### src/rtl/sha512_pkg.sv
`timescale 1ns / 1ps
package sha512_pkg;

  localparam int WordBits  = 64;
  localparam int BlockWords = 16;
  localparam int Rounds     = 80;
  localparam int LenWordIdx = 14;

  typedef logic [WordBits-1:0] word_t;
  typedef logic [6:0] round_t;
  typedef logic [3:0] widx_t;

  typedef enum logic [3:0] {
    ST_FILL,
    ST_PAD1,
    ST_PADZ,
    ST_LEN,
    ST_INIT,
    ST_ROUND,
    ST_ADD,
    ST_OUT
  } state_t;

  typedef struct packed {
    logic   clear_buf;
    logic   put_byte;
    logic   put_pad;
    logic   put_zero;
    logic   put_len;
    logic   load_vars;
    logic   do_round;
    logic   add_chain;
    logic   restart;
    logic   shift_out;
  } cmd_t;

  typedef struct packed {
    logic   byte_last;
    logic   pad_fits;
    logic   zero_done;
    logic   round_last;
  } stat_t;

  localparam word_t InitHash [8] = '{
    64'h6a09e667f3bcc908, 64'hbb67ae8584caa73b, 64'h3c6ef372fe94f82b,
    64'ha54ff53a5f1d36f1, 64'h510e527fade682d1, 64'h9b05688c2b3e6c1f,
    64'h1f83d9abfb41bd6b, 64'h5be0cd19137e2179};

  localparam word_t RoundK [80] = '{
    64'h428a2f98d728ae22, 64'h7137449123ef65cd, 64'hb5c0fbcfec4d3b2f,
    64'he9b5dba58189dbbc, 64'h3956c25bf348b538, 64'h59f111f1b605d019,
    64'h923f82a4af194f9b, 64'hab1c5ed5da6d8118, 64'hd807aa98a3030242,
    64'h12835b0145706fbe, 64'h243185be4ee4b28c, 64'h550c7dc3d5ffb4e2,
    64'h72be5d74f27b896f, 64'h80deb1fe3b1696b1, 64'h9bdc06a725c71235,
    64'hc19bf174cf692694, 64'he49b69c19ef14ad2, 64'hefbe4786384f25e3,
    64'h0fc19dc68b8cd5b5, 64'h240ca1cc77ac9c65, 64'h2de92c6f592b0275,
    64'h4a7484aa6ea6e483, 64'h5cb0a9dcbd41fbd4, 64'h76f988da831153b5,
    64'h983e5152ee66dfab, 64'ha831c66d2db43210, 64'hb00327c898fb213f,
    64'hbf597fc7beef0ee4, 64'hc6e00bf33da88fc2, 64'hd5a79147930aa725,
    64'h06ca6351e003826f, 64'h142929670a0e6e70, 64'h27b70a8546d22ffc,
    64'h2e1b21385c26c926, 64'h4d2c6dfc5ac42aed, 64'h53380d139d95b3df,
    64'h650a73548baf63de, 64'h766a0abb3c77b2a8, 64'h81c2c92e47edaee6,
    64'h92722c851482353b, 64'ha2bfe8a14cf10364, 64'ha81a664bbc423001,
    64'hc24b8b70d0f89791, 64'hc76c51a30654be30, 64'hd192e819d6ef5218,
    64'hd69906245565a910, 64'hf40e35855771202a, 64'h106aa07032bbd1b8,
    64'h19a4c116b8d2d0c8, 64'h1e376c085141ab53, 64'h2748774cdf8eeb99,
    64'h34b0bcb5e19b48a8, 64'h391c0cb3c5c95a63, 64'h4ed8aa4ae3418acb,
    64'h5b9cca4f7763e373, 64'h682e6ff3d6b2b8a3, 64'h748f82ee5defb2fc,
    64'h78a5636f43172f60, 64'h84c87814a1f0ab72, 64'h8cc702081a6439ec,
    64'h90befffa23631e28, 64'ha4506cebde82bde9, 64'hbef9a3f7b2c67915,
    64'hc67178f2e372532b, 64'hca273eceea26619c, 64'hd186b8c721c0c207,
    64'heada7dd6cde0eb1e, 64'hf57d4f7fee6ed178, 64'h06f067aa72176fba,
    64'h0a637dc5a2c898a6, 64'h113f9804bef90dae, 64'h1b710b35131c471b,
    64'h28db77f523047d84, 64'h32caab7b40c72493, 64'h3c9ebe0a15c9bebc,
    64'h431d67c49c100d4c, 64'h4cc5d4becb3e42b6, 64'h597f299cfc657e2a,
    64'h5fcb6fab3ad6faec, 64'h6c44198c4a475817};

  function automatic word_t ror(input word_t v, input int s);
    ror = (v >> s) | (v << (WordBits - s));
  endfunction

endpackage

### src/rtl/sha512_ctrl.sv
`timescale 1ns / 1ps
module sha512_ctrl (
  input  logic             clk,
  input  logic             rst,
  input  logic             in_valid,
  output logic             in_ready,
  input  logic             byte_present,
  input  logic             end_of_message,
  input  logic             out_ready,
  output logic             out_valid,
  output logic             out_last,
  input  sha512_pkg::stat_t stat,
  output sha512_pkg::cmd_t  cmd
);
  import sha512_pkg::*;

  state_t state, state_next;
  logic   final_blk, final_blk_next;
  logic   pend_end, pend_end_next;
  logic [2:0] out_cnt, out_cnt_next;

  always_ff @(posedge clk) begin
    if (rst) begin
      state     <= ST_FILL;
      final_blk <= 1'b0;
      pend_end  <= 1'b0;
      out_cnt   <= '0;
    end else begin
      state     <= state_next;
      final_blk <= final_blk_next;
      pend_end  <= pend_end_next;
      out_cnt   <= out_cnt_next;
    end
  end

  always_comb begin
    state_next     = state;
    final_blk_next = final_blk;
    pend_end_next  = pend_end;
    out_cnt_next   = out_cnt;
    cmd            = '0;
    in_ready       = 1'b0;
    out_valid      = 1'b0;
    out_last       = (out_cnt == 3'd7);
    case (state)
      ST_FILL: begin
        in_ready = 1'b1;
        if (in_valid) begin
          cmd.put_byte = byte_present;
          if (byte_present && stat.byte_last) begin
            final_blk_next = 1'b0;
            pend_end_next  = end_of_message;
            state_next     = ST_INIT;
          end else if (end_of_message) begin
            state_next = ST_PAD1;
          end
        end
      end
      ST_PAD1: begin
        cmd.put_pad = 1'b1;
        state_next  = ST_PADZ;
      end
      ST_PADZ: begin
        if (stat.zero_done) begin
          if (stat.pad_fits) begin
            state_next = ST_LEN;
          end else begin
            final_blk_next = 1'b0;
            pend_end_next  = 1'b0;
            state_next     = ST_INIT;
          end
        end else begin
          cmd.put_zero = 1'b1;
        end
      end
      ST_LEN: begin
        cmd.put_len    = 1'b1;
        final_blk_next = 1'b1;
        state_next     = ST_INIT;
      end
      ST_INIT: begin
        cmd.load_vars = 1'b1;
        state_next    = ST_ROUND;
      end
      ST_ROUND: begin
        cmd.do_round = 1'b1;
        if (stat.round_last) state_next = ST_ADD;
      end
      ST_ADD: begin
        cmd.add_chain = 1'b1;
        cmd.clear_buf = 1'b1;
        if (final_blk) begin
          out_cnt_next = '0;
          state_next   = ST_OUT;
        end else if (pend_end) begin
          pend_end_next = 1'b0;
          state_next    = ST_PAD1;
        end else begin
          // after an overflow pad block, the second block gets zeros up to the length
          state_next = stat.pad_fits ? ST_FILL : ST_PADZ;
        end
      end
      ST_OUT: begin
        out_valid = 1'b1;
        if (out_ready) begin
          cmd.shift_out = 1'b1;
          out_cnt_next  = out_cnt + 3'd1;
          if (out_cnt == 3'd7) begin
            cmd.restart    = 1'b1;
            final_blk_next = 1'b0;
            state_next     = ST_FILL;
          end
        end
      end
      default: state_next = ST_FILL;
    endcase
  end

endmodule

### config.mk
export PLATFORM = sky130hd
export DESIGN_NAME = sha512_ctrl
export DESIGN_NICKNAME = d
export VERILOG_FILES = /design/src/rtl/sha512_pkg.sv /design/src/rtl/sha512_ctrl.sv
export SDC_FILE = /design/constraint.sdc
export NUM_CORES = 1
export LEC_CHECK = 0
export BUFFER_PORTS_ARGS = -buffer_cell sky130_fd_sc_hd__buf_2
export CAP_MARGIN = 15
export CORE_AREA = 2 2 39 41
export CTS_BUF_LIST = sky130_fd_sc_hd__clkbuf_4
export DETAILED_ROUTE_END_ITERATION = 8
export DIE_AREA = 0 0 41 43
export GPL_TIMING_DRIVEN = 1
export PLACE_DENSITY = 0.84
export SLEW_MARGIN = 0
export SYNTH_ARGS = -nofsm -noshare
export SYNTH_HDL_FRONTEND = slang
export SYNTH_SLANG_ARGS = --single-unit
### constraint.sdc
create_clock -name clk -period 2.2 [get_ports clk]
set_input_delay 0 -clock clk [delete_from_list [all_inputs] [get_ports clk]]
set_output_delay 0 -clock clk [all_outputs]
set_load 0.05 [all_outputs]
## After elaboration in Yosys (flattened, before gate mapping)

Index checks and enable logic that the tools add are counted.

- Output and inout bits: 13
- Bits in registers: 9
- Logic and storage cells: 72
- Input port bits: 10

- Eq/ne operators: 18
- Multiplexer cells: 40
- Add/sub/neg operators: 1
- Reductions and logical operators: 9

Operator list:

| kind | count |
|---|---|
| 2-to-1 mux 4 bit | 8 |
| case mux 4 bit (8 select lines) | 1 |
| 2-to-1 mux 1 bit | 21 |
| inequality test 2 bit, second input constant | 9 |
| == test 4 x 3 -> 1 bit, second input constant | 4 |
| AND reduction 6 bit | 2 |
| 2-to-1 mux 3 bit | 3 |
| == test 4 x 2 -> 1 bit, second input constant | 2 |
| 2-to-1 mux 2 bit | 4 |
| AND reduction 7 bit | 1 |
| case mux 3 bit (2 select lines) | 1 |
| == test 4 x 1 -> 1 bit, second input constant | 1 |
| logical NOT 4 bit | 1 |
| case mux 1 bit (4 select lines) | 1 |
| nonzero test 4 bit | 1 |
| adder 3 x 1 -> 3 bit, second input constant | 1 |
| == test 3 bit, second input constant | 1 |
| inequality test 3 bit, second input constant | 1 |
| case mux 1 bit (3 select lines) | 1 |
| AND reduction 3 bit | 1 |
| nonzero test 3 bit | 1 |
| nonzero test 2 bit | 1 |
| logical AND 1 bit | 1 |

## Longest topological paths before layout

Gate-level depths: netlist of the first run.

- Depth after elaboration: 4
- Mapped depth: 6
- Depth with buffers taken out: 6

## Worst setup path before layout of the first run

Ideal clock, no wire load.

- Path kind: reg-to-reg
- Start point: reg state[2]
- End point: reg state[1]
- Library setup time: 0.117 ns
- Clock period less this slack: 2.212 ns
- Arrival time: 2.095 ns
- Data required time: 2.083 ns
- Path buffers: 1
- Cell stages (with the launch flop): 6
- Path slack: -0.012 ns
- Cells stage by stage: dfxtp_1 buf_6 nor4b_2 a21oi_1 and3_4 a32o_1

- Cells in the longest elaborated chain, start to end: 3
- Elaborated cells on any way between the ends: 16
- Those cells by class: eq/ne (13); mux (1); reduce/logical (2)

RTL lines:

| element | line | RTL |
|---|---|---|
| start, declared | sha512_ctrl.sv:17 | `state_t state, state_next;` |
| start signal, assigned | sha512_ctrl.sv:29 | `state <= state_next;` |
| == test 4 x 2 -> 1 bit (tied with other cells) | sha512_ctrl.sv:45 | `case (state)` |
| inequality test 2 bit (no source line) or inequality test 3 bit (tied branches) | n/a |  |
| AND reduction 6 bit (no source line) | n/a |  |

Parallel ways exist; a longest one is shown, timed or not.
A chain may end at the register's enable or synchronous reset.

==> impl_metrics.env, run 1 <==
export IMPL_clockPowerShare_pct=9.9
export IMPL_hold_path_class="input pin to flop"
export IMPL_die_h_um=43
export IMPL_cp_endpoint="cmd[0]"
export IMPL_drc=0
export IMPL_reg2regPathDepth=5
export IMPL_ir_worst_vdd_mv=0.726
export IMPL_grt_overflow_total=0
export IMPL_worstSkewPairLatency_ns=0.25
export IMPL_place_hpwl_mm=1.18
export IMPL_fmax_ghz=0.555
export IMPL_async_flop_share_pct=0
export IMPL_initialDrtViolationCount=11
export IMPL_cts_tree="yes"
export IMPL_clk_pin_slew_ns=0.05
export IMPL_finalHoldViolCount=0
export IMPL_critPathArrivalTime_ns=1.80
export IMPL_drive_gt1_share_pct=36.1
export IMPL_finalCritPeriodShare_pct=82.0
export IMPL_wl_per_cell_um=13.5
export IMPL_cts_buffer_depth=2
export IMPL_die_w_um=41
export IMPL_cp_end_kind="primary output"
export IMPL_fp_row_count=14
export IMPL_relSlewSlack_pct=59.5
export IMPL_place_gp_congestion=0.777
export IMPL_holdWs_ns=0.0287
export IMPL_io_pins=23
export IMPL_avgSynthCellArea_sq_um=8.41
export IMPL_syn_num_nets=92
export IMPL_vias_per_cell=5.77
export IMPL_numCtsBuffers=3
export IMPL_combPwrFrac_pct=63.4
export IMPL_swShare_pct=54.4
export IMPL_ys_ff_latch=8
export IMPL_vias=652
export IMPL_grt_pass1_wl_mm=2.42
export IMPL_synth_flop_cell="dfxtp_1"
export IMPL_synth_edf_count=0
export IMPL_cts_hold_fix_buffers=0
export IMPL_intPower_w=0.000486
export IMPL_fill_cells=126
export IMPL_final_nets=111
export IMPL_synthToLayoutAreaGrowth_pct=15.6
export IMPL_crit_start="state[0]$_SDFFE_PP0P_"
export IMPL_status="complete, no violations"
export IMPL_cp_required_ns=2.20
export IMPL_crit_fanout=17
export IMPL_clock_sinks=8
export IMPL_crit_type="flop to primary output"
export IMPL_grt_pass1_vias=624
export IMPL_antenna_found_initial=0
export IMPL_power_density_nw_per_um2=1370
export IMPL_final_common_cell="buf_2"
export IMPL_cp_start_kind="flop"
export IMPL_final_cell_mix="buf_2, dfxtp_1, inv_1"
export IMPL_clock_skew_ns=0.00668
export IMPL_grt_total_usage_pct=19.9
export IMPL_cap_violations=0
export IMPL_initial_core_util_pct=48.6
export IMPL_synth_distinct_cells=39
export IMPL_die_area_sq_um=1760
export IMPL_cts_htree_levels=1
export IMPL_port_buffers=22
export IMPL_yosysWarnings=0
export IMPL_dr_pass1_iters=4
export IMPL_finalWirelength_mm=1.52
export IMPL_tightest_slew_ns=0.607
export IMPL_ant_nets=0
export IMPL_sequentialPowerShare_pct=26.6
export IMPL_postCtsSetupBuffers=0
export IMPL_synthCells=80
export IMPL_totalNegativeSetupSlack_ns=0
export IMPL_cts_resized=0
export IMPL_diodes=0
export IMPL_yosysSeqAreaShare_pct=23.8
export IMPL_leakage_nw=0.365
export IMPL_cts_root_buf="clkbuf_4"
export IMPL_placeableCoreArea_sq_um=1380
export IMPL_setup_viol=0
export IMPL_r2r_end="state[1]$_SDFFE_PP0P_"
export IMPL_grt_max_degree=18
export IMPL_slew_violations=0
export IMPL_finalCriticalPeriod_ns=1.80
export IMPL_r2r_start="state[0]$_SDFFE_PP0P_"
export IMPL_syn_area_sq_um=673
export IMPL_rsz0062_at_grt="no"
export IMPL_switchingPower_w=0.000579
export IMPL_reg2reg_slack_ns=0.43
cells by family (layout without fill, tap and decap cells):
logic type | Yosys count | count (layout) | share of synthesized area (%)
muxes | 4 | 4 | 6.32
AOI/OAI and AO/OA | 23 | 23 | 27.3
adders and majority gates | 2 | 2 | 3.72
buffers and inverters | 16 | 33 | 13.6
DFF | 8 | 8 | 23.8
and+or+nand+nor | 27 | 27 | 25.3
area by class of cell:
type,count,area [sq um],area share (%)
Tap cell,16,20.0,2.57
Sequential cell,8,160,20.6
Clock buffer,3,22.5,2.89
Inverter,7,27.5,3.54
Timing Repair Buffer,23,118,15.1
Multi-Input combinational cell,56,430,55.3
layer usage:
layer / up-vias / wire length (um) / GRT usage [%]
met2: 18 / 794 / 32.2
met1: 301 / 657 / 21.4
met4: 0 / 16 / 12.0
met3: 2 / 53 / 5.76
met5: - / 0 / 0
li1: 331 / - / -
power groups by stage:
| stage | Clock [W] | Combinational, W | Sequential (W) |
|---|---|---|---|
| after detailed placement | 0 | 0.000670 | 0.000284 |
| after CTS | 0.000109 | 0.000673 | 0.000280 |
| after global placement | 0 | 0.000653 | 0.000277 |
| final | 0.000106 | 0.000676 | 0.000284 |
| after global routing | 0.000119 | 0.000729 | 0.000291 |
| after floorplan | 0 | 0.000668 | 0.000205 |
worst min-delay path by stage:
stage | to | startpoint | cells past startpoint | slack, ns
2_1_floorplan | cmd[6] | stat[1] | 1 | 0.07
3_3_place_gp | state[0]$_SDFFE_PP0P_ | rst | 2 | 0.28
3_5_place_dp | state[0]$_SDFFE_PP0P_ | rst | 2 | 0.28
4_1_cts | state[0]$_SDFFE_PP0P_ | rst | 2 | 0.03
5_1_grt | state[0]$_SDFFE_PP0P_ | rst | 2 | 0.02
6_report | state[0]$_SDFFE_PP0P_ | rst | 2 | 0.03
cell usage after synthesis (2+ instances only):
cell type	n	share of area, %
nand3_1	2	1.5
buf_6	3	5.0
dfxtp_1	8	24
nor3_1	3	2.2
mux2_2	2	3.3
mux2i_1	2	3.0
ha_1	2	3.7
nor2_1	5	2.8
a21oi_1	5	3.7
nand2_1	2	1.1
clkbuf_1	3	1.7
inv_1	6	3.3
buf_4	2	2.2
a22oi_1	4	4.5
and3b_1	2	2.6
and3_1	5	4.6
nand2b_1	2	1.9
critical path, cell delays in order (launching register included):
cell	delay, ns
dfxtp_1	0.70
and3_1	0.33
and2_1	0.23
buf_2	0.29
metrics by stage:
stage / instances / util [%] / power [W] / setup slack [ns] / cell area, sq um
detailed placement: 110 / 54.6 / 0.000953 / 0.449 / 756
global route: 113 / 56.2 / 0.00114 / 0.273 / 778
finish: 113 / 56.2 / 0.00107 / 0.397 / 778
floorplan: 80 / - / 0.000873 / 0.217 / 682
global placement: 110 / 54.6 / 0.000930 / 0.549 / 756
CTS: 113 / 56.2 / 0.00106 / 0.411 / 778
flip-flops by register name, indices dropped and copies added (netlist names):
signal	count
final_blk	1
out_cnt	3
pend_end	1
state	3
No activity file was read; power rests on OpenSTA's default activity.
==> run 2: changes to the inputs <==
--- a/config.mk
+++ b/config.mk
@@ -7,12 +7,12 @@
 export LEC_CHECK = 0
 export BUFFER_PORTS_ARGS = -buffer_cell sky130_fd_sc_hd__buf_2
 export CAP_MARGIN = 15
-export CORE_AREA = 2 2 39 41
+export CORE_MARGIN = 2
+export CORE_UTILIZATION = 51
 export CTS_BUF_LIST = sky130_fd_sc_hd__clkbuf_4
 export DETAILED_ROUTE_END_ITERATION = 8
-export DIE_AREA = 0 0 41 43
 export GPL_TIMING_DRIVEN = 1
-export PLACE_DENSITY = 0.84
+export PLACE_DENSITY = 0.85
 export SLEW_MARGIN = 0
 export SYNTH_ARGS = -nofsm -noshare
 export SYNTH_HDL_FRONTEND = slang
==> constraint.sdc (replaced) <==
create_clock -name clk -period 1.7 [get_ports clk]
set_input_delay 0 -clock clk [delete_from_list [all_inputs] [get_ports clk]]
set_output_delay 0 -clock clk [all_outputs]
set_load 0.05 [all_outputs]
==> run 2 against run 1 <==
Compared with the run above:
- cell area rose by 5.0%
- hold slack got worse by 0.0046 ns
- clock power rose by 43%
- total power rose by 41%
- worst setup slack got worse by 0.33 ns
- wire length rose by 16%
- non-clock buffer count rose by 2
- clock-buffer cell count did not move
- final cell count rose by 0.88%
- clock skew fell by 0.00086 ns
- critical path type is now flop to flop
- largest cell class unchanged
- highest routed layer unchanged
==> impl_metrics.env, run 2 (synthesized netlist as in run 1, its figures left out) <==
export IMPL_status="complete, no violations"
export IMPL_worstSkewPairLatency_ns=0.26
export IMPL_diodes=0
export IMPL_cts_tree="yes"
export IMPL_grt_total_usage_pct=23.5
export IMPL_reg2reg_slack_ns=0.06
export IMPL_cts_root_buf="clkbuf_4"
export IMPL_grt_pass1_wl_mm=2.44
export IMPL_drc=0
export IMPL_finalCriticalPeriod_ns=1.64
export IMPL_combPwrFrac_pct=69.0
export IMPL_cap_violations=0
export IMPL_io_pins=23
export IMPL_fmax_ghz=0.611
export IMPL_finalWirelength_mm=1.76
export IMPL_cts_htree_levels=1
export IMPL_reg2regPathDepth=4
export IMPL_ant_nets=0
export IMPL_die_area_sq_um=1630
export IMPL_final_common_cell="buf_2"
export IMPL_cts_buffer_depth=2
export IMPL_dr_pass1_iters=4
export IMPL_final_cell_mix="buf_2, dfxtp_1, inv_1"
export IMPL_leakage_nw=0.377
export IMPL_initialDrtViolationCount=48
export IMPL_antenna_found_initial=0
export IMPL_seq_area_sq_um=160
export IMPL_switchingPower_w=0.000823
export IMPL_cts_hold_fix_buffers=0
export IMPL_r2r_start="state[1]$_SDFFE_PP0P_"
export IMPL_reg_largest_list="out_cnt (3), state (3)"
export IMPL_place_hpwl_mm=1.35
export IMPL_final_nets=113
export IMPL_initial_core_util_pct=53.1
export IMPL_hold_depth=2
export IMPL_slew_violations=0
export IMPL_power_density_nw_per_um2=1840
export IMPL_finalCritPeriodShare_pct=96.3
export IMPL_die_h_um=40.3
export IMPL_numCtsBuffers=3
export IMPL_crit_type="flop to flop"
export IMPL_grt_overflow_total=0
export IMPL_fp_row_count=13
export IMPL_hold_path_class="input pin to flop"
export IMPL_place_gp_congestion=0.914
export IMPL_swShare_pct=54.8
export IMPL_grt_pass1_vias=556
export IMPL_intPower_w=0.000679
export IMPL_vias=724
export IMPL_hold_path_startpoint="rst"
export IMPL_relSlewSlack_pct=74.6
export IMPL_die_w_um=40.3
export IMPL_crit_fanout=11
export IMPL_critPathArrivalTime_ns=1.83
export IMPL_clockPowerShare_pct=10.2
export IMPL_multi_input_area_sq_um=455
export IMPL_drive_gt1_share_pct=41.4
export IMPL_port_buffers=22
export IMPL_wl_per_cell_um=15.4
export IMPL_finalHoldViolCount=0
export IMPL_fill_cells=107
export IMPL_cp_end_kind="flop"
export IMPL_final_util_pct=64.4
export IMPL_ir_worst_vdd_mv=1.20
export IMPL_totalNegativeSetupSlack_ns=0
export IMPL_synthToLayoutAreaGrowth_pct=21.4
export IMPL_clk_pin_slew_ns=0.06
export IMPL_r2r_end="state[0]$_SDFFE_PP0P_"
export IMPL_sequentialPowerShare_pct=20.8
export IMPL_cp_required_ns=1.89
export IMPL_clock_sinks=8
export IMPL_clock_skew_ns=0.00582
export IMPL_cp_start_kind="flop"
export IMPL_placeableCoreArea_sq_um=1270
export IMPL_tightest_slew_ns=0.381
export IMPL_grt_max_degree=14
export IMPL_setup_viol=0
export IMPL_min_to="state[0]$_SDFFE_PP0P_"
export IMPL_vias_per_cell=6.35
run 2: worst max-delay path, cell delays in order, from the launching register on:
cell,delay (ns)
dfxtp_1,0.53
and3b_1,0.27
a2111oi_4,0.43
a31oi_1,0.11
a211oi_2,0.22
run 2: cell type report:
cell class | instances | area share (%)
Multi-Input combinational cell | 56 | 55.7
Sequential cell | 8 | 19.6
Timing Repair Buffer | 25 | 16.2
Inverter | 7 | 3.37
Clock buffer | 3 | 2.76
Tap cell | 15 | 2.30
run 2: power by group through the flow:
stage                     Sequential [W]  Clock, W  Combinational, W
final                           0.000312  0.000152           0.00104
after global routing            0.000321  0.000158           0.00110
after CTS                       0.000308  0.000155           0.00100
after detailed placement        0.000312         0           0.00100
after global placement          0.000309         0          0.000967
after floorplan                 0.000265         0          0.000881
run 2: how the worst max path moves through the flow:
stage | slack, ns | from | to
floorplan | -0.04 | state[2]$_SDFFE_PP0P_ | state[1]$_SDFFE_PP0P_
global placement | 0.14 | state[1]$_SDFFE_PP0P_ | state[0]$_SDFFE_PP0P_
detailed placement | 0.02 | state[1]$_SDFFE_PP0P_ | state[0]$_SDFFE_PP0P_
CTS | 0.005 | state[1]$_SDFFE_PP0P_ | state[0]$_SDFFE_PP0P_
global route | -0.0001 | state[1]$_SDFFE_PP0P_ | state[0]$_SDFFE_PP0P_
finish | 0.06 | state[1]$_SDFFE_PP0P_ | state[0]$_SDFFE_PP0P_
run 2: stage by stage:
step | hold WS [ns] | instances | total power [W] | cell area, sq um | worst slack (ns)
6_report | 0.0241 | 114 | 0.00150 | 817 | 0.0622
5_1_grt | 0.0367 | 114 | 0.00158 | 817 | -0.000114
4_1_cts | 0.0190 | 114 | 0.00146 | 805 | 0.00458
3_5_place_dp | 0.300 | 111 | 0.00131 | 782 | 0.0191
3_3_place_gp | 0.281 | 111 | 0.00128 | 782 | 0.137
2_1_floorplan | 0.0710 | 80 | 0.00115 | 696 | -0.0388
run 2: repair_timing:
item | 4_1_cts | 5_1_grt
resized for setup | 0 | 1
buffers inserted | 0 | 0
endpoints found under the hold margin | 0 | 0
setup endpoints to repair | 0 | 3
run 2: per-layer routing:
metal  part of all wire [%]  track usage, %
met3                    9.0            5.00
met5                      0               0
met2                     44            35.3
met4                    4.4            17.5
met1                     42            29.1
